==> config.mk <==
export PLATFORM = sky130hd
export DESIGN_NAME = sas_ctrl
export DESIGN_NICKNAME = d
export VERILOG_FILES = /design/src/sas_pkg.sv /design/src/sas_ctrl.sv
export VERILOG_INCLUDE_DIRS = /design/src /design/src/src
export SDC_FILE = /design/constraint.sdc
export NUM_CORES = 1
export LEC_CHECK = 0
export BUFFER_PORTS_ARGS = -buffer_cell sky130_fd_sc_hd__buf_2
export CAP_MARGIN = 15
export CELL_PAD_IN_SITES_DETAIL_PLACEMENT = 1
export CELL_PAD_IN_SITES_GLOBAL_PLACEMENT = 2
export CORE_MARGIN = 8
export CORE_UTILIZATION = 23
export DETAILED_ROUTE_END_ITERATION = 16
export PLACE_DENSITY = 0.86
export SLEW_MARGIN = 10
export SYNTH_ARGS = -nofsm -noshare
export SYNTH_HDL_FRONTEND = slang
export SYNTH_SLANG_ARGS = --single-unit
==> constraint.sdc <==
create_clock -name i_clk -period 3 [get_ports i_clk]
set_input_delay 0.15 -clock i_clk [delete_from_list [all_inputs] [get_ports i_clk]]
set_output_delay 0.15 -clock i_clk [all_outputs]
set_load 0.005 [all_outputs]
==> src/selective_ack_scoreboard_top_macros.svh <==
// ----------------------------------------------------------------------------
// Selective ack scoreboard assertion macros
// Concurrent assertion wrappers; they expand to nothing when SYNTH is defined.
// ----------------------------------------------------------------------------
`ifndef SELECTIVE_ACK_SCOREBOARD_TOP_MACROS_SVH
`define SELECTIVE_ACK_SCOREBOARD_TOP_MACROS_SVH

`ifndef SYNTH
// Assert a property on every clock edge outside reset.
`define SAS_ASSERT(label, clk, rst_n, prop, msg) \
    label: assert property (@(posedge clk) disable iff (!rst_n) prop) else $error(msg);
// Assert that an expression never holds outside reset.
`define SAS_ASSERT_NEVER(label, clk, rst_n, expr, msg) \
    label: assert property (@(posedge clk) disable iff (!rst_n) !(expr)) else $error(msg);
`else
`define SAS_ASSERT(label, clk, rst_n, prop, msg)
`define SAS_ASSERT_NEVER(label, clk, rst_n, expr, msg)
`endif

`endif

==> src/sas_pkg.sv <==
// ----------------------------------------------------------------------------
// Selective ack scoreboard package
// Word types, status codes, register indexes and controller/datapath links.
// ----------------------------------------------------------------------------
package sas_pkg;

    localparam int ID_BITS     = 24;
    localparam int FIELD_BITS  = 16;
    localparam int POS_BITS    = 17;
    localparam int WORD_BITS   = 32;
    localparam int OFF_BITS    = 5;
    localparam int CHUNK_SPACE = 65536;
    localparam int CFG_IDX_BITS = 2;

    localparam logic [CFG_IDX_BITS-1:0] CFG_TOTAL  = 2'd0;
    localparam logic [CFG_IDX_BITS-1:0] CFG_PEER   = 2'd1;
    localparam logic [CFG_IDX_BITS-1:0] CFG_WINDOW = 2'd2;

    localparam logic [FIELD_BITS-1:0] WINDOW_RESET = 16'hFFFF;

    localparam logic OP_ACK  = 1'b0;
    localparam logic OP_SEND = 1'b1;

    typedef enum logic [2:0] {
        ST_IGNORED = 3'd0,
        ST_NEW     = 3'd1,
        ST_DUP     = 3'd2,
        ST_FIN     = 3'd3,
        ST_SEND    = 3'd4,
        ST_DONE    = 3'd5
    } t_status;

    typedef struct packed {
        logic                  opcode;
        logic                  frame_length_ok;
        logic [FIELD_BITS-1:0] ack_source;
        logic [ID_BITS-1:0]    ack_id;
    } t_in_word;

    typedef struct packed {
        t_status               status;
        logic [FIELD_BITS-1:0] send_id;
        logic                  first_send;
        logic [FIELD_BITS-1:0] acked_total;
        logic [POS_BITS-1:0]   oldest_unacked;
        logic                  transfer_done;
    } t_out_word;

    // Controller to datapath
    typedef struct packed {
        logic    capture;
        logic    clr_we;
        logic    rd_en;
        logic    rd_sel_id;
        logic    ack_set;
        logic    fin_apply;
        logic    init_adv;
        logic    init_send;
        logic    init_retry;
        logic    scan_next;
        logic    fu_found;
        logic    fu_stop;
        logic    send_commit;
        logic    status_ld;
        t_status status;
        logic    reply;
    } t_dp_cmd;

    // Datapath to controller
    typedef struct packed {
        logic clr_last;
        logic is_send;
        logic ack_ignore;
        logic ack_fin;
        logic done;
        logic bit_dup;
        logic id_is_fu;
        logic scan_found;
        logic scan_last;
        logic retry;
    } t_dp_stat;

endpackage

==> src/sas_ctrl.sv <==
// ----------------------------------------------------------------------------
// Selective ack scoreboard controller
// Sequences bitmap clear, ack decode, pointer advance and send scans.
// ----------------------------------------------------------------------------
`include "selective_ack_scoreboard_top_macros.svh"

module sas_ctrl (
    input  logic              i_clk,
    input  logic              i_rst_n,
    input  logic              i_start,
    output logic              o_busy,
    input  sas_pkg::t_dp_stat i_stat,
    output sas_pkg::t_dp_cmd  o_cmd
);
    import sas_pkg::*;

    typedef enum logic [2:0] {
        S_CLEAR,
        S_IDLE,
        S_DECODE,
        S_ACK_CHK,
        S_SCAN_RD,
        S_SCAN_EV,
        S_REPLY
    } t_state;

    typedef enum logic [1:0] {
        M_ADV,
        M_SEND1,
        M_SEND2
    } t_mode;

    t_state  r_state, n_state;
    t_mode   r_mode, n_mode;
    logic    r_busy;
    t_dp_cmd cmd;

    always_ff @(posedge i_clk) begin
        if (!i_rst_n) begin
            r_state <= S_CLEAR;
            r_mode  <= M_ADV;
            r_busy  <= 1'b1;
        end else begin
            r_state <= n_state;
            r_mode  <= n_mode;
            r_busy  <= (n_state != S_IDLE);
        end
    end

    always_comb begin
        n_state = r_state;
        n_mode  = r_mode;
        cmd     = '0;
        unique case (r_state)
            S_CLEAR: begin
                cmd.clr_we = 1'b1;
                if (i_stat.clr_last) begin
                    n_state = S_IDLE;
                end
            end
            S_IDLE: begin
                if (i_start) begin
                    cmd.capture = 1'b1;
                    n_state     = S_DECODE;
                end
            end
            S_DECODE: begin
                if (!i_stat.is_send) begin
                    priority if (i_stat.ack_ignore) begin
                        cmd.status_ld = 1'b1;
                        cmd.status    = ST_IGNORED;
                        n_state       = S_REPLY;
                    end else if (i_stat.ack_fin) begin
                        cmd.fin_apply = 1'b1;
                        cmd.status_ld = 1'b1;
                        cmd.status    = ST_FIN;
                        n_state       = S_REPLY;
                    end else begin
                        cmd.rd_en     = 1'b1;
                        cmd.rd_sel_id = 1'b1;
                        n_state       = S_ACK_CHK;
                    end
                end else if (i_stat.done) begin
                    cmd.status_ld = 1'b1;
                    cmd.status    = ST_DONE;
                    n_state       = S_REPLY;
                end else begin
                    cmd.init_send = 1'b1;
                    n_mode        = M_SEND1;
                    n_state       = S_SCAN_RD;
                end
            end
            S_ACK_CHK: begin
                cmd.status_ld = 1'b1;
                if (i_stat.bit_dup) begin
                    cmd.status = ST_DUP;
                    n_state    = S_REPLY;
                end else begin
                    cmd.status  = ST_NEW;
                    cmd.ack_set = 1'b1;
                    if (i_stat.id_is_fu) begin
                        cmd.init_adv = 1'b1;
                        n_mode       = M_ADV;
                        n_state      = S_SCAN_RD;
                    end else begin
                        n_state = S_REPLY;
                    end
                end
            end
            S_SCAN_RD: begin
                cmd.rd_en = 1'b1;
                n_state   = S_SCAN_EV;
            end
            S_SCAN_EV: begin
                priority if (i_stat.scan_found) begin
                    if (r_mode == M_ADV) begin
                        cmd.fu_found = 1'b1;
                    end else begin
                        cmd.send_commit = 1'b1;
                        cmd.status_ld   = 1'b1;
                        cmd.status      = ST_SEND;
                    end
                    n_state = S_REPLY;
                end else if (i_stat.scan_last) begin
                    priority if (r_mode == M_ADV) begin
                        cmd.fu_stop = 1'b1;
                        n_state     = S_REPLY;
                    end else if (r_mode == M_SEND1 && i_stat.retry) begin
                        // wrap back to the oldest unacked chunk
                        cmd.init_retry = 1'b1;
                        n_mode         = M_SEND2;
                        n_state        = S_SCAN_RD;
                    end else begin
                        cmd.status_ld = 1'b1;
                        cmd.status    = ST_IGNORED;
                        n_state       = S_REPLY;
                    end
                end else begin
                    cmd.scan_next = 1'b1;
                    n_state       = S_SCAN_RD;
                end
            end
            S_REPLY: begin
                cmd.reply = 1'b1;
                n_state   = S_IDLE;
            end
            default: begin
                n_state = S_IDLE;
            end
        endcase
    end

    assign o_cmd  = cmd;
    assign o_busy = r_busy;

    `SAS_ASSERT(a_clear_exit, i_clk, i_rst_n, (r_state == S_CLEAR) |=> (r_state == S_CLEAR || r_state == S_IDLE), "clear pass left to a state other than idle")
    `SAS_ASSERT(a_eval_after_read, i_clk, i_rst_n, (r_state == S_SCAN_EV) |-> ($past(r_state) == S_SCAN_RD), "scan evaluated without a bitmap read")

endmodule

# Yosys cells after proc, flatten, opt, wreduce, memory -nomap -nowiden
# Index checks and enable logic that the tools add are counted.
# W data, S select, Z words.
[word_totals]
reg_bits = 6
inputBits = 13
out_inout_bits = 19
word_cells = 89
[op_classes]
eq_ne = 16
muxes = 65
n_reduce_logical = 5
[ops]
columns = ["cell", "n"]
rows = [
  ["$mux W2", 19],
  ["$mux W4", 8],
  ["$mux W1", 26],
  ["$mux W3", 6],
  ["$pmux W3 S6", 1],
  ["$ne A2 B2 Y1 const B", 8],
  ["$pmux W4 S3", 1],
  ["$mux W5", 2],
  ["$eq A3 B3 Y1 const B", 3],
  ["$reduce_and A9 Y1", 1],
  ["$eq A3 B2 Y1 const B", 2],
  ["$pmux W2 S3", 1],
  ["$eq A3 B1 Y1 const B", 1],
  ["$logic_not A3 Y1", 1],
  ["$ne A3 B1 Y1 const B", 1],
  ["$reduce_bool A3 Y1", 1],
  ["$eq A2 B1 Y1 const B", 1],
  ["$logic_not A2 Y1", 1],
  ["$pmux W1 S2", 1],
  ["$logic_and A1 B1 Y1", 1],
]

# Depth between registers and ports, before layout
# Gate-level depths: netlist of run 1.
[depth]
depth_word = 8
depth_mapped = 5
ltp_nobuf = 4

# Worst setup path before layout of run 1
# OpenSTA, ideal clock, no wires.
[synth_path]
path_type = "register -> output"
from = "reg r_state[0]"
to = "out o_cmd[1] in the netlist's numbering"
arrival_time_ps = 1192
required_ps = 2850
slack_ps = 1658
stages_incl_launch_ff = 4
n_path_buf = 0
cell_sequence = "dfxtp_1 or3b_4 nor4b_4 a311o_1"
[synth_rtl]
columns = ["item", "line_no", "source"]
rows = [
  ["from (decl)", "sas_ctrl.sv:33", "t_state r_state, n_state;"],
  ["from (signal assigned)", "sas_ctrl.sv:44", "r_state <= n_state;"],
  ["to (decl)", "sas_ctrl.sv:13", "output sas_pkg::t_dp_cmd o_cmd"],
]

==> results of run 1 <==
==> state kept, by name (all words and copies together) (netlist names) <==
name and flops:
r_state 3, o_busy 1, r_mode 2
==> synth_stat cells <==
| cell | instances |
|---|---|
| nor2_1 | 14 |
| dfxtp_1 | 6 |
| a21oi_1 | 4 |
| nand2_1 | 4 |
| nand2b_1 | 4 |
| nor2b_1 | 4 |
| nor3_1 | 3 |
| or2b_1 | 3 |
| a31o_2 | 2 |
| and3b_1 | 2 |
| buf_6 | 2 |
| nand3b_1 | 2 |
| nor3b_1 | 2 |
| nor4_1 | 2 |
| o21a_1 | 2 |
| o31a_1 | 2 |
| a211oi_1 | 1 |
| a311o_1 | 1 |
| a31oi_1 | 1 |
| a32o_2 | 1 |
| and2_1 | 1 |
| and4b_1 | 1 |
| buf_2 | 1 |
| inv_1 | 1 |
| nand3_1 | 1 |
| nor4b_1 | 1 |
| nor4b_4 | 1 |
| o21ai_0 | 1 |
| o21ai_1 | 1 |
| o22ai_1 | 1 |
| o2bb2ai_1 | 1 |
| or3_2 | 1 |
| or3b_4 | 1 |
==> final timing paths <==
check / startpoint / to / slack, ns / depth (start not counted)
worst max-delay path: r_state[1] / o_cmd[1] / 1.08 / 4
worst min-delay path: i_rst_n / r_mode[0] / 0.18 / 2
worst max register to register: r_state[0] / r_mode[0] / 1.37 / 4
worst min register to register: r_mode[1] / r_mode[1] / 0.59 / 1
==> layer usage <==
metal,vias to the layer above,global-route usage (%)
met5,-,0
met4,0,4.09
met3,2,2.21
met2,18,15.2
met1,318,10.8
li1,335,-
==> logic make-up after synthesis <==
kind of cell,after synthesis,synth area share (%)
compound gates,18,22.9
buf+inv,4,5.49
flops,6,21.1
simple gates,47,50.5
==> worst max-delay path, stage by stage (launching register included) <==
cell,delay (ns)
dfxtp_1,0.53
or3b_4,0.46
nor4b_4,0.27
a311o_1,0.15
buf_2,0.11
==> where the power goes <==
| part | leakage (nW) | total, W | internal, W | switching (W) |
|---|---|---|---|---|
| clock | 0.0138 | 0.0000722 | 0.0000451 | 0.0000271 |
| sequential | 0.0490 | 0.000117 | 0.0000910 | 0.0000256 |
| combinational | 0.291 | 0.000111 | 0.0000563 | 0.0000551 |
| total | 0.354 | 0.000300 | 0.000192 | 0.000108 |
==> placed cells by master (no fill, tap or decap), drive strengths merged, types with 2 or more instances in the layout <==
master,n
buf,31
nor2,14
dfxtp,6
nand2,4
a21oi,4
nand2b,4
nor2b,4
nor3,3
or2b,3
clkbuf,3
and3b,2
nor3b,2
a31o,2
nor4,2
nand3b,2
o31a,2
o21a,2
nor4b,2
o21ai,2
==> area by class of cell <==
| class | instances | area share (%) |
|---|---|---|
| clock buffer | 3 | 2.98 |
| multi-input combinational | 65 | 55.2 |
| timing repair buffer | 31 | 20.5 |
| sequential | 6 | 15.9 |
| inverter | 1 | 0.496 |
| tap | 30 | 4.96 |
==> through the flow <==
stage | hold slack [ns] | cell area (um^2) | setup WS [ns] | total power, W | utilization, %
6_report | 0.177 | 757 | 1.08 | 0.000300 | 31.4
5_1_grt | 0.189 | 757 | 0.951 | 0.000327 | 31.4
4_1_cts | 0.181 | 757 | 1.06 | 0.000307 | 31.4
3_5_place_dp | 0.433 | 734 | 1.31 | 0.000232 | 30.5
3_3_place_gp | 0.398 | 734 | 1.35 | 0.000228 | 30.5
2_1_floorplan | 0.267 | 569 | 1.66 | 0.000192 | -
==> flow_metrics.py, run 1 <==
metrics = {
    "pwr": {
        "peakVddDrop_mv": 0.265,
        "cellPowerDensity_nw_per_um2": 396,
        "p_leak_nw": 0.354,
    },
    "yosys": {
        "netlist_area_um2": 569,
        "syn_nets": 88,
        "yosys.area.top_type": "dfxtp_1",
        "yosysSeqAreaShare_pct": 21.1,
        "yosysWarnings": 0,
        "synth_seq_cells": 6,
        "synthDistinctLibCells": 33,
        "syn_avg_cell_area_um2": 7.59,
        "synth.top_cell.area_share_pct": 21.1,
        "syn_inst": 75,
        "synth.area.top_cells": "dfxtp_1 (21%), nor2_1 (9.2%), nand2b_1 (4.4%)",
    },
    "timing": {
        "rsz0062_at_grt": "no",
        "fin_crit_sh_pct": 63.9,
        "setup_viol": 0,
        "hold_viol_final": 0,
        "max-slew-margin-rel_pct": 67.3,
        "period_needed_ns": 1.92,
        "fin_worst_skew_ns": 0.00180,
        "fmax_ghz": 0.521,
        "drv_slew": 0,
        "worst_pin_slew_ns": 0.489,
        "setup_tns_ns": 0,
    },
    "worst_setup_path": {
        "cp-start-kind": "register",
        "critical_path_required_ns": 2.85,
        "cp.arrival_ns": 1.77,
        "crit_type": "reg -> out",
        "endpoint_kind": "primary output",
        "crit_fanout": 13,
    },
    "layout": {
        "num-nets-final": 121,
        "diodes": 0,
        "final_cell_count_no_fill": 136,
        "area_growth_pct": 33.0,
        "fillers": 320,
        "drive_gt1_share_pct": 37.7,
        "multi_input_area_um2": 418,
        "seq_area_um2": 120,
    },
    "detailed_routing": {
        "drt_wl_total_um": 1940,
        "met3_length_um": 127,
        "drt_first_pass_iters": 3,
        "drt_iter0_markers": 43,
        "route.met2.wl_um": 939,
        "via_per_inst": 4.95,
        "ant_nets": 0,
        "vias": 673,
        "highest-signal-layer": "met4",
        "wl_met1_um": 872,
        "drt-wirelength-per-cell_um": 14.3,
        "drc": 0,
    },
    "clock_network": {
        "cts_buffers": 3,
        "ctsResizeCount": 0,
        "root_buffer": "clkbuf_4",
        "h-tree-depth": 1,
        "post-cts-setup-buffer-count": 0,
        "clock_latency_ns": 0.24,
        "ctsHoldBuffers": 0,
        "cts_tree": "built",
        "cts.sinks": 6,
        "clock_path_buffers": 2,
        "clkSlewWorstSetupHoldPaths_ns": 0.04,
    },
    "job": {
        "drv_cap": 0,
    },
    "floorplanning": {
        "die_area_um2": 4320,
        "initial_core_util_pct": 23.6,
        "ios": 32,
        "rows": 18,
        "design.core.area_um2": 2410,
        "die_x_um": 65.8,
        "die_h_um": 65.8,
    },
    "global_routing": {
        "grt_max_degree": 18,
        "grt_pass1_vias": 716,
        "grt_pass1_wl_um": 3220,
        "grt_util_all_layers_pct": 9.15,
        "antenna_found_initial": 0,
        "grt_overflow": 0,
    },
    "placement": {
        "port_buffers": 31,
        "dp.cells": 133,
        "hpwl_um": 1610,
        "routabilityCongestion": 0.714,
    },
    "worst_hold_path": {
        "hp-class": "in -> reg",
    },
    "outcome": {
        "outcome": "complete, no violations",
    },
}
Power figures use the tool's default switching activity.
==> run 2, diff against run 1 <==
--- a/config.mk
+++ b/config.mk
@@ -11,9 +11,9 @@
 export CELL_PAD_IN_SITES_DETAIL_PLACEMENT = 1
 export CELL_PAD_IN_SITES_GLOBAL_PLACEMENT = 2
 export CORE_MARGIN = 8
-export CORE_UTILIZATION = 23
+export CORE_UTILIZATION = 21
 export DETAILED_ROUTE_END_ITERATION = 16
-export PLACE_DENSITY = 0.86
+export PLACE_DENSITY = 0.8
 export SLEW_MARGIN = 10
 export SYNTH_ARGS = -nofsm -noshare
 export SYNTH_HDL_FRONTEND = slang
==> constraint.sdc (replaced) <==
create_clock -name i_clk -period 1.9 [get_ports i_clk]
set_input_delay 0.095 -clock i_clk [delete_from_list [all_inputs] [get_ports i_clk]]
set_output_delay 0.095 -clock i_clk [all_outputs]
set_load 0.005 [all_outputs]
==> flow_metrics.py, run 2 (synthesis gave the netlist of run 1 again) <==
metrics = {
    "outcome": {
        "outcome": "complete, no violations",
    },
    "worst_setup_path": {
        "cp-start-kind": "register",
        "rr_startpoint": "r_state[0]",
        "path_cells": "or3b_4 -> nor4b_4 -> a311o_1 -> buf_2",
        "r2r_end": "o_busy",
        "crit_path_start": "r_state[1]",
        "critical_path_required_ns": 1.80,
        "endpoint": "o_cmd[1]",
        "cp.arrival_ns": 1.65,
        "slowest_stage": "or3b_4",
        "endpoint_kind": "primary output",
        "r2r_slack_ns": 0.43,
        "crit_fanout": 13,
        "crit_type": "reg -> out",
        "reg2reg_depth": 4,
        "cpPeakStageDelay_ns": 0.44,
    },
    "clock_network": {
        "clock_path_buffers": 2,
        "ctsResizeCount": 0,
        "clkSlewWorstSetupHoldPaths_ns": 0.05,
        "ctsHoldBuffers": 0,
        "cts_tree": "built",
        "h-tree-depth": 1,
        "cts_buffers": 3,
        "cts.sinks": 6,
        "post-cts-setup-buffer-count": 0,
        "clock_latency_ns": 0.25,
        "root_buffer": "clkbuf_4",
    },
    "pwr": {
        "peakVddDrop_mv": 0.194,
        "p_leak_nw": 0.355,
        "cellPowerDensity_nw_per_um2": 631,
    },
    "placement": {
        "placed_area_um2": 736,
        "routabilityCongestion": 0.761,
        "port_buffers": 31,
        "hpwl_um": 1690,
    },
    "layout": {
        "area_growth_pct": 33.8,
        "fillers": 360,
        "num-nets-final": 121,
        "layout_commonest_cell": "buf_2",
        "diodes": 0,
        "layout.cells.most_common_list": "buf_2 (31), nor2_1 (14)",
        "design_area_um2": 762,
        "drive_gt1_share_pct": 40.6,
        "largest_reg_flops": 3,
        "largest_register": "r_state",
    },
    "worst_hold_path": {
        "hold_depth": 2,
        "hp-class": "in -> reg",
    },
    "detailed_routing": {
        "via_per_inst": 4.79,
        "ant_nets": 0,
        "drt_iter0_markers": 11,
        "drt_wl_total_um": 1980,
        "drt-wirelength-per-cell_um": 14.5,
        "vias": 656,
        "drt_first_pass_iters": 4,
        "drc": 0,
    },
    "global_routing": {
        "grt_overflow": 0,
        "grt_util_all_layers_pct": 8.74,
        "grtUsageMet1_pct": 8.53,
        "grt_util_met3_pct": 2.45,
        "antenna_found_initial": 0,
        "use_met2_pct": 16.3,
        "grt_pass1_vias": 728,
        "grt_max_degree": 18,
        "grt_pass1_wl_um": 3180,
        "top_usage_layer": "met2",
    },
    "timing": {
        "setup_tns_ns": 0,
        "max-slew-margin-rel_pct": 76.8,
        "rsz0062_at_grt": "no",
        "worst_pin_slew_ns": 0.345,
        "fin_worst_skew_ns": 0.00576,
        "fmax_ghz": 0.572,
        "period_needed_ns": 1.75,
        "fin_crit_sh_pct": 92.0,
        "setup_viol": 0,
        "hold_viol_final": 0,
        "drv_slew": 0,
    },
    "floorplanning": {
        "design.core.area_um2": 2660,
        "die_x_um": 68.1,
        "ios": 32,
        "rows": 19,
        "initial_core_util_pct": 21.4,
        "die_h_um": 68.1,
        "die_area_um2": 4630,
    },
    "job": {
        "drv_cap": 0,
    },
}
-- run 2: changes by cell type in the layout (fill, tap and decap cells not counted) --
cell	previous run	this run
dfxtp_2	0	3
dfxtp_1	6	3
-- run 2: report_power, final --
| part | switching (W) | internal (W) | leakage, nW | total (W) |
|---|---|---|---|---|
| Sequential | 0.0000395 | 0.000146 | 0.0502 | 0.000186 |
| Clock | 0.0000467 | 0.0000715 | 0.0138 | 0.000118 |
| Combinational | 0.0000878 | 0.0000889 | 0.291 | 0.000177 |
| Total | 0.000174 | 0.000307 | 0.355 | 0.000481 |
-- run 2: how the worst min path moves through the flow --
stage,start,to,slack (ns)
floorplan,i_rst_n,r_mode[0],0.21
global placement,i_rst_n,r_mode[0],0.34
detailed placement,i_rst_n,r_mode[0],0.36
CTS,i_rst_n,r_mode[0],0.1
global route,i_rst_n,r_mode[0],0.10
finish,i_rst_n,r_mode[0],0.1
-- run 2: layer usage --
| layer | vias to the layer above | routed length, um |
|---|---|---|
| met4 | 0 | 0 |
| li1 | 340 | - |
| met5 | - | 0 |
| met2 | 16 | 1020 |
| met1 | 300 | 815 |
| met3 | 0 | 149 |
-- run 2: cell type report --
| class | instances | area [um^2] | area share (%) |
|---|---|---|---|
| Clock buffer | 3 | 22.5 | 2.96 |
| Inverter | 1 | 3.75 | 0.493 |
| Multi-Input combinational cell | 65 | 418 | 54.8 |
| Sequential cell | 6 | 124 | 16.3 |
| Tap cell | 31 | 38.8 | 5.09 |
| Timing Repair Buffer | 31 | 155 | 20.4 |
-- run 2: critical path: cells and delay by family, from the launching register on --
| kind | cells | cell delay [ns] |
|---|---|---|
| buf+inv | 1 | 0.11 |
| simple gates | 2 | 0.72 |
| flops | 1 | 0.42 |
| compound gates | 1 | 0.15 |
-- run 2: through the flow --
step	worst slack, ns	cells	utilization [%]	hold WS, ns	total power [W]
after global placement	0.312	134	27.6	0.342	0.000362
after detailed placement	0.265	134	27.6	0.358	0.000366
after CTS	0.0212	137	28.5	0.0967	0.000490
final	0.152	137	28.6	0.0968	0.000481
after floorplan	0.586	75	-	0.212	0.000304
after global routing	0.0351	137	28.6	0.103	0.000522
