### src/selective_ack_scoreboard_top_macros.svh
// ----------------------------------------------------------------------------
// Selective ack scoreboard assertion macros
// Concurrent assertion wrappers; they expand to nothing when SYNTH is defined.
// ----------------------------------------------------------------------------
`ifndef SELECTIVE_ACK_SCOREBOARD_TOP_MACROS_SVH
`define SELECTIVE_ACK_SCOREBOARD_TOP_MACROS_SVH

`ifndef SYNTH
// Assert a property on every clock edge outside reset.
`define SAS_ASSERT(label, clk, rst_n, prop, msg) \
    label: assert property (@(posedge clk) disable iff (!rst_n) prop) else $error(msg);
// Assert that an expression never holds outside reset.
`define SAS_ASSERT_NEVER(label, clk, rst_n, expr, msg) \
    label: assert property (@(posedge clk) disable iff (!rst_n) !(expr)) else $error(msg);
`else
`define SAS_ASSERT(label, clk, rst_n, prop, msg)
`define SAS_ASSERT_NEVER(label, clk, rst_n, expr, msg)
`endif

`endif

### src/sas_pkg.sv
// ----------------------------------------------------------------------------
// Selective ack scoreboard package
// Word types, status codes, register indexes and controller/datapath links.
// ----------------------------------------------------------------------------
package sas_pkg;

    localparam int ID_BITS     = 24;
    localparam int FIELD_BITS  = 16;
    localparam int POS_BITS    = 17;
    localparam int WORD_BITS   = 32;
    localparam int OFF_BITS    = 5;
    localparam int CHUNK_SPACE = 65536;
    localparam int CFG_IDX_BITS = 2;

    localparam logic [CFG_IDX_BITS-1:0] CFG_TOTAL  = 2'd0;
    localparam logic [CFG_IDX_BITS-1:0] CFG_PEER   = 2'd1;
    localparam logic [CFG_IDX_BITS-1:0] CFG_WINDOW = 2'd2;

    localparam logic [FIELD_BITS-1:0] WINDOW_RESET = 16'hFFFF;

    localparam logic OP_ACK  = 1'b0;
    localparam logic OP_SEND = 1'b1;

    typedef enum logic [2:0] {
        ST_IGNORED = 3'd0,
        ST_NEW     = 3'd1,
        ST_DUP     = 3'd2,
        ST_FIN     = 3'd3,
        ST_SEND    = 3'd4,
        ST_DONE    = 3'd5
    } t_status;

    typedef struct packed {
        logic                  opcode;
        logic                  frame_length_ok;
        logic [FIELD_BITS-1:0] ack_source;
        logic [ID_BITS-1:0]    ack_id;
    } t_in_word;

    typedef struct packed {
        t_status               status;
        logic [FIELD_BITS-1:0] send_id;
        logic                  first_send;
        logic [FIELD_BITS-1:0] acked_total;
        logic [POS_BITS-1:0]   oldest_unacked;
        logic                  transfer_done;
    } t_out_word;

    // Controller to datapath
    typedef struct packed {
        logic    capture;
        logic    clr_we;
        logic    rd_en;
        logic    rd_sel_id;
        logic    ack_set;
        logic    fin_apply;
        logic    init_adv;
        logic    init_send;
        logic    init_retry;
        logic    scan_next;
        logic    fu_found;
        logic    fu_stop;
        logic    send_commit;
        logic    status_ld;
        t_status status;
        logic    reply;
    } t_dp_cmd;

    // Datapath to controller
    typedef struct packed {
        logic clr_last;
        logic is_send;
        logic ack_ignore;
        logic ack_fin;
        logic done;
        logic bit_dup;
        logic id_is_fu;
        logic scan_found;
        logic scan_last;
        logic retry;
    } t_dp_stat;

endpackage

### src/sas_dp.sv
// ----------------------------------------------------------------------------
// Selective ack scoreboard datapath
// Config registers, counters, pointers, word scan logic and result register.
// ----------------------------------------------------------------------------
`include "selective_ack_scoreboard_top_macros.svh"

module sas_dp #(
    parameter int EFF_CHUNKS = 65536,
    parameter int WORDS      = 2048,
    parameter int AW         = 11
) (
    input  logic                                 i_clk,
    input  logic                                 i_rst_n,
    input  logic                                 i_cfg_we,
    input  logic [sas_pkg::CFG_IDX_BITS-1:0]     i_cfg_idx,
    input  logic [sas_pkg::FIELD_BITS-1:0]       i_cfg_data,
    input  sas_pkg::t_in_word                    i_word,
    input  sas_pkg::t_dp_cmd                     i_cmd,
    output sas_pkg::t_dp_stat                    o_stat,
    output sas_pkg::t_out_word                   o_res,
    output logic                                 o_res_valid,
    output logic                                 o_mem_we,
    output logic [AW-1:0]                        o_mem_waddr,
    output logic [sas_pkg::WORD_BITS-1:0]        o_mem_wdata,
    output logic                                 o_mem_re,
    output logic [AW-1:0]                        o_mem_raddr,
    input  logic [sas_pkg::WORD_BITS-1:0]        i_mem_rdata
);
    import sas_pkg::*;

    localparam logic [POS_BITS-1:0] EFF_POS   = POS_BITS'(EFF_CHUNKS);
    localparam logic [AW-1:0]       LAST_WORD = AW'(WORDS - 1);
    localparam int                  WIDX_BITS = POS_BITS - OFF_BITS;

    function automatic logic [OFF_BITS-1:0] lowest_set(input logic [WORD_BITS-1:0] v);
        logic [OFF_BITS-1:0] idx;
        idx = '0;
        for (int i = WORD_BITS - 1; i >= 0; i--) begin
            if (v[i]) begin
                idx = OFF_BITS'(i);
            end
        end
        return idx;
    endfunction

    // control state
    logic [FIELD_BITS-1:0] r_total, r_peer, r_win;
    logic [FIELD_BITS-1:0] r_acked, r_highest;
    logic [POS_BITS-1:0]   r_fu, r_cursor;
    logic                  r_res_valid;
    logic [AW-1:0]         r_clr_addr;

    // payload
    t_in_word              r_in;
    logic [POS_BITS-1:0]   r_pos, r_hi;
    logic                  r_retry;
    t_status               r_status;
    logic [FIELD_BITS-1:0] r_sid;
    logic                  r_fresh;
    t_out_word             r_res;

    logic                  done;
    logic [POS_BITS-1:0]   id_lo;
    logic                  is_fin, id_over, ack_ignore;
    logic [POS_BITS-1:0]   total_p1, stop;
    logic [POS_BITS:0]     win_end;
    logic [POS_BITS-1:0]   lim_a, lim, start_sel;
    logic [OFF_BITS-1:0]   bit_off;
    logic [WORD_BITS-1:0]  lo_mask, hi_mask, cand;
    logic                  same_word, empty, found;
    logic [POS_BITS-1:0]   found_id;

    assign done  = (r_acked >= r_total);
    assign id_lo = r_in.ack_id[POS_BITS-1:0];
    assign is_fin = &r_in.ack_id;
    assign id_over = (r_in.ack_id > ID_BITS'(r_total)) || (r_in.ack_id >= ID_BITS'(EFF_POS));
    assign ack_ignore = done || !r_in.frame_length_ok || (r_in.ack_source != r_peer)
                        || (r_in.ack_id == '0) || (!is_fin && id_over);

    // pointer stops at total+1 or at the bitmap end
    assign total_p1 = POS_BITS'(r_total) + POS_BITS'(1);
    assign stop     = (total_p1 < EFF_POS) ? total_p1 : EFF_POS;

    // send window end: lowest of fu+window, total, last bitmap entry
    assign win_end   = (POS_BITS + 1)'(r_fu) + (POS_BITS + 1)'(r_win);
    assign lim_a     = (win_end > (POS_BITS + 1)'(r_total)) ? POS_BITS'(r_total)
                                                            : win_end[POS_BITS-1:0];
    assign lim       = (lim_a > EFF_POS - POS_BITS'(1)) ? EFF_POS - POS_BITS'(1) : lim_a;
    assign start_sel = (r_cursor < r_fu || r_cursor > lim) ? r_fu : r_cursor;

    assign bit_off = id_lo[OFF_BITS-1:0];

    // word scan: first clear bit in [r_pos, r_hi] within the current word
    assign same_word = (r_pos[POS_BITS-1:OFF_BITS] == r_hi[POS_BITS-1:OFF_BITS]);
    assign empty     = (r_pos > r_hi);
    assign lo_mask   = {WORD_BITS{1'b1}} << r_pos[OFF_BITS-1:0];
    assign hi_mask   = same_word
                     ? ({WORD_BITS{1'b1}} >> (OFF_BITS'(WORD_BITS - 1) - r_hi[OFF_BITS-1:0]))
                     : {WORD_BITS{1'b1}};
    assign cand      = ~i_mem_rdata & lo_mask & hi_mask;
    assign found     = !empty && (|cand);
    assign found_id  = {r_pos[POS_BITS-1:OFF_BITS], lowest_set(cand)};

    always_comb begin
        o_stat            = '0;
        o_stat.clr_last   = (r_clr_addr == LAST_WORD);
        o_stat.is_send    = (r_in.opcode == OP_SEND);
        o_stat.ack_ignore = ack_ignore;
        o_stat.ack_fin    = is_fin;
        o_stat.done       = done;
        o_stat.bit_dup    = i_mem_rdata[bit_off];
        o_stat.id_is_fu   = (id_lo == r_fu);
        o_stat.scan_found = found;
        o_stat.scan_last  = empty || same_word;
        o_stat.retry      = r_retry;
    end

    // bitmap port
    assign o_mem_we    = i_cmd.clr_we || i_cmd.ack_set;
    assign o_mem_waddr = i_cmd.clr_we ? r_clr_addr : id_lo[OFF_BITS +: AW];
    assign o_mem_wdata = i_cmd.clr_we ? '0
                                      : (i_mem_rdata | (WORD_BITS'(1) << bit_off));
    assign o_mem_re    = i_cmd.rd_en;
    assign o_mem_raddr = i_cmd.rd_sel_id ? id_lo[OFF_BITS +: AW] : r_pos[OFF_BITS +: AW];

    always_ff @(posedge i_clk) begin
        if (!i_rst_n) begin
            r_total     <= '0;
            r_peer      <= '0;
            r_win       <= WINDOW_RESET;
            r_acked     <= '0;
            r_highest   <= '0;
            r_fu        <= POS_BITS'(1);
            r_cursor    <= POS_BITS'(1);
            r_res_valid <= 1'b0;
            r_clr_addr  <= '0;
        end else begin
            r_res_valid <= i_cmd.reply;
            if (i_cfg_we) begin
                unique case (i_cfg_idx)
                    CFG_TOTAL:  r_total <= i_cfg_data;
                    CFG_PEER:   r_peer  <= i_cfg_data;
                    CFG_WINDOW: r_win   <= i_cfg_data;
                    default: ;
                endcase
            end
            if (i_cmd.clr_we) begin
                r_clr_addr <= r_clr_addr + AW'(1);
            end
            if (i_cmd.ack_set) begin
                r_acked <= r_acked + FIELD_BITS'(1);
            end
            if (i_cmd.fin_apply) begin
                r_acked <= r_total;
                r_fu    <= total_p1;
            end
            if (i_cmd.fu_found) begin
                r_fu <= found_id;
            end
            if (i_cmd.fu_stop) begin
                r_fu <= stop;
            end
            if (i_cmd.send_commit) begin
                r_cursor <= found_id + POS_BITS'(1);
                if (found_id > POS_BITS'(r_highest)) begin
                    r_highest <= found_id[FIELD_BITS-1:0];
                end
            end
        end
    end

    always_ff @(posedge i_clk) begin
        if (i_cmd.capture) begin
            r_in    <= i_word;
            r_sid   <= '0;
            r_fresh <= 1'b0;
        end
        if (i_cmd.status_ld) begin
            r_status <= i_cmd.status;
        end
        if (i_cmd.init_adv) begin
            r_pos <= r_fu + POS_BITS'(1);
            r_hi  <= stop - POS_BITS'(1);
        end
        if (i_cmd.init_send) begin
            r_pos   <= start_sel;
            r_hi    <= lim;
            r_retry <= (start_sel != r_fu);
        end
        if (i_cmd.init_retry) begin
            r_pos <= r_fu;
        end
        if (i_cmd.scan_next) begin
            r_pos <= {r_pos[POS_BITS-1:OFF_BITS] + WIDX_BITS'(1), OFF_BITS'(0)};
        end
        if (i_cmd.send_commit) begin
            r_sid   <= found_id[FIELD_BITS-1:0];
            r_fresh <= (found_id > POS_BITS'(r_highest));
        end
        if (i_cmd.reply) begin
            r_res.status         <= r_status;
            r_res.send_id        <= r_sid;
            r_res.first_send     <= r_fresh;
            r_res.acked_total    <= r_acked;
            r_res.oldest_unacked <= r_fu;
            r_res.transfer_done  <= done;
        end
    end

    assign o_res       = r_res;
    assign o_res_valid = r_res_valid;

    `SAS_ASSERT(a_strobe_single, i_clk, i_rst_n, r_res_valid |=> !r_res_valid, "result strobe held for more than one cycle")
    `SAS_ASSERT_NEVER(a_fu_nonzero, i_clk, i_rst_n, r_fu == '0, "oldest unacked pointer reached zero")
    `SAS_ASSERT(a_count_step, i_clk, i_rst_n, i_cmd.ack_set |=> (r_acked == $past(r_acked) + FIELD_BITS'(1)), "acked count did not step on a new ack")

endmodule

### config.mk
export PLATFORM = sky130hd
export DESIGN_NAME = sas_dp
export DESIGN_NICKNAME = d
export VERILOG_FILES = /design/src/sas_pkg.sv /design/src/sas_dp.sv
export VERILOG_INCLUDE_DIRS = /design/src /design/src/src
export SDC_FILE = /design/constraint.sdc
export NUM_CORES = 1
export LEC_CHECK = 0
export BUFFER_PORTS_ARGS = -buffer_cell sky130_fd_sc_hd__buf_2
export CORE_MARGIN = 2
export CORE_UTILIZATION = 55
export CTS_BUF_LIST = sky130_fd_sc_hd__clkbuf_8
export DETAILED_ROUTE_END_ITERATION = 8
export GPL_TIMING_DRIVEN = 0
export PLACE_DENSITY = 0.81
export SYNTH_ARGS = -nofsm -noshare
export SYNTH_HDL_FRONTEND = slang
export SYNTH_SLANG_ARGS = --single-unit
### constraint.sdc
create_clock -name i_clk -period 9.15 [get_ports i_clk]
set_input_delay 0.915 -clock i_clk [delete_from_list [all_inputs] [get_ports i_clk]]
set_output_delay 0.915 -clock i_clk [all_outputs]
set_load 0.02 [all_outputs]
### Word-level counts from Yosys, hierarchy flattened

Cells that the tools add are included.
Widths: inputs -> output; s select.

| operators by class | value |
|---|---|
| add/subtract/negate cells | 9 |
| $lt $le $gt $ge | 11 |
| eq/ne operators | 7 |
| shift operators | 3 |
| mux-type cells | 57 |
| bitwise operators | 4 |
| reductions and logical operators | 27 |

Operators with widths:

| cell | count |
|---|---|
| $mux 17 | 13 |
| $mux 5 | 32 |
| $and 32x32->32 | 2 |
| $mux 16 | 4 |
| $mux 32 | 2 |
| $add 17x1->17 const B | 2 |
| $gt 17x17->1 | 2 |
| $not 32->32 | 1 |
| $or 32x32->32 | 1 |
| $reduce_or 32->1 | 1 |
| $shl 1x5->32 const A | 1 |
| $shl 32x5->32 const A | 1 |
| $shr 32x5->32 const A | 1 |
| $ge 24x17->1 const B | 1 |
| $gt 24x16->1 | 1 |
| $logic_not 24->1 | 1 |
| $reduce_and 24->1 | 1 |
| $mux 11 | 2 |
| $add 17x16->18 | 1 |
| $gt 18x16->1 | 1 |
| $add 16x1->17 const B | 1 |
| $eq 17x17->1 | 1 |
| $gt 17x16->1 | 1 |
| $gt 17x16->1 const B | 1 |
| 25 further kinds | 43 |

| word-level totals | value |
|---|---|
| register bits | 277 |
| input bits | 113 |
| output and inout bits | 121 |
| word-level logic and storage cells | 144 |

### Longest topological paths before layout

| depth | value |
|---|---|
| word-level depth | 38 |
| mapped depth | 32 |
| depth with buffers taken out | 29 |

### Worst setup path before layout

No wires, ideal clock.

| timing path | value |
|---|---|
| kind | reg-to-reg |
| start | reg r_fu[0] |
| end | reg r_pos[6], data pin |
| library setup time | 0.130 ns |
| arrival | 6.612 ns |
| data required time | 9.020 ns |
| slack | 2.408 ns |
| stages on the path, launching flop included | 30 |
| path buffers | 1 |
| clock period less this slack | 6.742 ns |
| cell sequence | dfxtp_1 > ha_1 > fa_1 > a21o_1 > a21oi_1 > nand2b_1 > a211o_1 > a31oi_1 > a21o_1 > a211oi_1 > nor2_1 > ha_1 > and3_1 > nand3_1 > o211a_1 > o31ai_1 > buf_2 > mux2i_1 > ha_1 > nor2b_1 > o21a_1 > o21a_1 > o21a_1 > o21ai_0 > a211oi_1 > o41ai_1 > nand3_1 > or4b_2 > o311ai_0 > o21a_1 |

| on the way | value |
|---|---|
| word-level cells in the longest chain between the ends | 11 |
| elaborated cells on any way between the ends | 14 |
| classes of those cells | 2 x add/sub; 4 x order compare; 7 x mux; 1 x reduce/logical |

Ends and longest elaborated chain:

| what | RTL line | RTL |
|---|---|---|
| start, declared | sas_dp.sv:49 | `logic [POS_BITS-1:0] r_fu, r_cursor;` |
| start signal, assigned | sas_dp.sv:155 | `r_fu <= total_p1;` |
| start signal, assigned | sas_dp.sv:158 | `r_fu <= found_id;` |
| start signal, assigned | sas_dp.sv:161 | `r_fu <= stop;` |
| $add 17x16->18 | sas_dp.sv:85 | `assign win_end = (POS_BITS + 1)'(r_fu) + (POS_BITS + 1)'(r_win);` |
| $gt 18x16->1 | sas_dp.sv:86 | `assign lim_a = (win_end > (POS_BITS + 1)'(r_total)) ? POS_BITS'(r_total)` |
| $mux 17 | sas_dp.sv:86 |  |
| $gt 17x16->1 | sas_dp.sv:88 | `assign lim = (lim_a > EFF_POS - POS_BITS'(1)) ? EFF_POS - POS_BITS'(1) : lim_a;` |
| $mux 17 | sas_dp.sv:88 |  |
| $gt 17x17->1 | sas_dp.sv:89 | `assign start_sel = (r_cursor < r_fu \|\| r_cursor > lim) ? r_fu : r_cursor;` |
| $logic_or 1x1->1 | sas_dp.sv:89 |  |
| $mux 17 | sas_dp.sv:89 |  |
| $mux 17 * | sas_dp.sv:185 | `if (i_cmd.init_send) begin` |
| $mux 17 * | sas_dp.sv:190 | `if (i_cmd.init_retry) begin` |
| $mux 17 * | sas_dp.sv:193 | `if (i_cmd.scan_next) begin` |
| end signal, assigned | sas_dp.sv:186 | `r_pos <= start_sel;` |
| end signal, assigned | sas_dp.sv:191 | `r_pos <= r_fu;` |
| end signal, assigned | sas_dp.sv:194 | `r_pos <= {r_pos[POS_BITS-1:OFF_BITS] + WIDX_BITS'(1), OFF_BITS'(0)};` |
| end, declared | sas_dp.sv:55 | `logic [POS_BITS-1:0] r_pos, r_hi;` |

Every way passes the cells marked *; elsewhere a longest branch is shown, timed or not. The select of a mux whose other input is x is not followed.
A chain may end at the register's enable or synchronous reset.

### Final worst setup path

| timing path | value |
|---|---|
| start | reg r_fu[5] |
| end | reg r_pos[6], data pin |

The elaborated chain is that of the path after synthesis.

==> Implementation_results.wiki <==
{| class="wikitable"
! Metric !! Value
|-
| Result of the run || finished, final reports clean
|-
| Critical-path top delay cell || or4b_2
|-
| Synth area leader || edfxtp_1
|-
| Mux cell area share after synthesis || 4.86%
|-
| Synth-to-layout area growth || 14.7%
|-
| Clk pin slew, worst setup/hold paths || 0.06 ns
|-
| Highest-count cells in the layout ignoring fill and taps || buf_2, nand2_1, a21oi_1
|-
| Power density normalized to cell area || 190 mW/mm2
|-
| Count of synthesis-stage warnings from yosys || 0
|-
| Antenna Violating Nets Remaining || 0
|-
| P_leak || 8.57 nW
|-
| Final weighted congestion of routability-driven global placement || 1.02
|-
| Biggest cell delay along the critical path || 0.75 ns
|-
| Hold WS || 0.424 ns
|-
| Number of setup violations in the final report || 0
|-
| Via count || 17,300
|-
| Synthesized area per cell || 8.96 um2
|-
| Max Clk Rate || 0.119 GHz
|-
| Total power after layout || 3.94 mW
|-
| Layout cells sized above 1 || 16.1%
|-
| Main flop type after synthesis || edfxtp_1
|-
| Number of instances in the synthesized netlist || 2,020
|-
| IR drop worst, VDD || 137 uV
|-
| Crit path top cell by count || o21a_1
|-
| Adder and majority gate portion of the synthesized area || 9.63%
|-
| DR WL/cell || 23.0 um
|-
| DRC || 0
|-
| Total routing resource utilization after global routing || 36.7%
|-
| Filler cells || 2,770
|-
| Pin count of the biggest net entering global routing || 56
|-
| Antenna violations before repair || 2
|-
| Starting Density || 55.8%
|-
| Simple-gate share of the synthesized area || 18.4%
|-
| Later-pin clock latency in the skew report || 0.58 ns
|-
| Final min period || 8.41 ns
|-
| Maximum Capacitance Violations || 0
|-
| Post-CTS Setup Repair Bufs || 0
|-
| Hold crit path type || register to register
|-
| Floorplan core area || 0.0325 mm2
|-
| Utilization after layout || 64.0%
|-
| Die height || 185 um
|-
| Final count of pins violating max slew || 0
|-
| Detailed-route wire length || 63,900 um
|-
| Inserted Clock Buffers || 47
|-
| Worst slew pin tran || 1.32 ns
|-
| Post-layout net count || 2,550
|-
| Main combinational cell family by area after synthesis || simple AND/OR/NAND/NOR gates
|-
| Seq cells post-synth || 277
|-
| Placed wire-length estimate after detailed placement || 50,300 um
|-
| Endpoint kind of the worst setup timing path || register
|-
| Worst rel slew slack || 11.7%
|-
| Distinct cell type count after synthesis || 80
|-
| Mapped Nets || 2,271
|-
| Post-cts gate resize count || 0
|-
| Crit start category || register
|-
| Commonest non-fill, non-tap cell in the layout || buf_2
|-
| Number of placement rows || 66
|-
| Clock tree from TritonCTS || yes
|-
| Total I/O pin count || 234
|-
| Router iterations before antenna repair || 6
|-
| Die Footprint || 0.0344 mm2
|-
| Part of the Yosys area used for sequential elements || 38.7%
|-
| Port Buf Inserts || 230
|-
| RSZ-0062 raised after global routing || no
|-
| CTS sink cnt || 277
|-
| Hold bufs inserted after CTS || 0
|-
| Complex-gate fraction of the synthesized area || 17.0%
|-
| Critical path required time || 9.59 ns
|-
| Share of the synthesized area in the top cell type || 24.2%
|-
| Critical-path maximum fanout || 10
|-
| Setup total negative slack || 0 ns
|-
| Max clock buf depth || 3
|-
| DR iter-0 viols || 1,740
|-
| CTS root buf || clkbuf_8
|-
| Number of global-route vias before repair || 16,600
|-
| Hold violation count in the final report || 0
|-
| Total number of H-tree levels || 2
|-
| Count of flip-flops with a built-in enable after synthesis || 146
|-
| First-pass GRT wire length || 95,400 um
|-
| Via density || 6.21
|-
| Mapped Area || 0.0181 mm2
|-
| Area share of xor/xnor cells in the synthesized design || 6.72%
|-
| DIE WIDTH || 185 um
|-
| Leading cell types by total area after synthesis || edfxtp_1, dfxtp_1, ha_1
|-
| Ys async rst share || 0%
|-
| Category of the most critical setup path || register to register
|-
| Fin Clk Skew || 0.0160 ns
|-
| Sum of overflow across all layers after global routing || 0
|-
| Final Cycle Share || 91.9%
|-
| Arrival time at the worst endpoint || 8.86 ns
|}
==> power breakdown <==
group	leakage [nW]	switching [mW]	internal, mW
logic	5.44	0.775	0.478
clock network	0.553	0.517	0.629
registers	2.57	0.106	1.44
==> flip-flops by register name, summed over array words and instances (netlist names), 5 cells and up <==
signal	cells
id_lo	12
r_cursor	17
r_acked	16
r_win	16
r_in	24
r_fu	17
r_pos	17
o_res	54
r_total	16
r_highest	16
r_clr_addr	11
r_sid	16
bit_off	5
r_hi	17
r_peer	16
==> cell usage after synthesis, types with 11 or more instances <==
cell      number
nand2_1      217
a21oi_1      182
nor2_1       168
edfxtp_1     146
ha_1         137
dfxtp_1      131
clkbuf_1      96
xnor2_1       88
inv_1         84
o21ai_0       80
nand3_1       60
xor2_1        51
a211oi_1      49
nand4_1       42
a21o_1        37
nor3_1        37
mux2i_1       35
and3_1        30
mux2_2        27
and2_1        26
o21a_1        25
nor4_1        20
or3_1         19
nor2b_1       18
nand2b_1      15
buf_1         13
buf_2         13
or2_2         12
a31oi_1       11
==> cells by family (layout without fill, tap and decap cells) <==
logic type      count (synthesis)  after routing
compound gates                485            485
xor+xnor                      139            139
fa+ha+maj                     139            139
buf+inv                       214            531
flops                         277            277
mux                            72             72
other cells                     1              3
simple gates                  693            693
==> through the flow <==
stage / std cells / instance area (um2) / setup WS (ns)
floorplan: 2020 / 18100 / 2.41
global placement: 2692 / 19800 / 1.06
detailed placement: 2692 / 19800 / 1.01
CTS: 2779 / 20800 / 0.989
global route: 2781 / 20800 / 0.302
finish: 2781 / 20800 / 0.739
==> metal layers <==
layer	track usage [%]	routed length [um]	up-vias
li1	-	-	7881
met1	46.7	25300	8243
met2	59.6	29400	919
met3	6.12	5440	214
met4	19.8	3710	2
met5	0	9	-
==> area by class of cell <==
class	count	area [um2]	share of cell area, %
clock inverters	36	259	1.25
diodes	2	5.00	0.0241
repair buffers	230	1150	5.54
clock buffers	51	702	3.38
well taps	442	553	2.66
flip-flops and latches	277	7010	33.7
plain buffers	129	527	2.54
multi-input cells	1529	10300	49.4
inverters	85	319	1.54
==> worst paths after layout <==
| kind | startpoint | end | slack [ns] | cells after the start |
|---|---|---|---|---|
| hold reg to reg | r_sid[11] | o_res[46] | 0.42 | 0 |
| setup reg to reg | r_fu[5] | r_pos[6] | 0.74 | 27 |
| setup / recovery | r_fu[5] | r_pos[6] | 0.74 | 27 |
| hold / removal | r_sid[11] | o_res[46] | 0.42 | 0 |
==> worst max-delay path, delay by kind of cell, from the launching register on <==
kind                       cells  cell delay, ns
and+or+nand+nor                7            2.03
DFF                            1            0.74
AOI/OAI and AO/OA             15            3.67
buffers and inverters          1            0.43
muxes                          1            0.38
adders and majority gates      3            1.00
No activity file was read; power rests on OpenSTA's default activity.
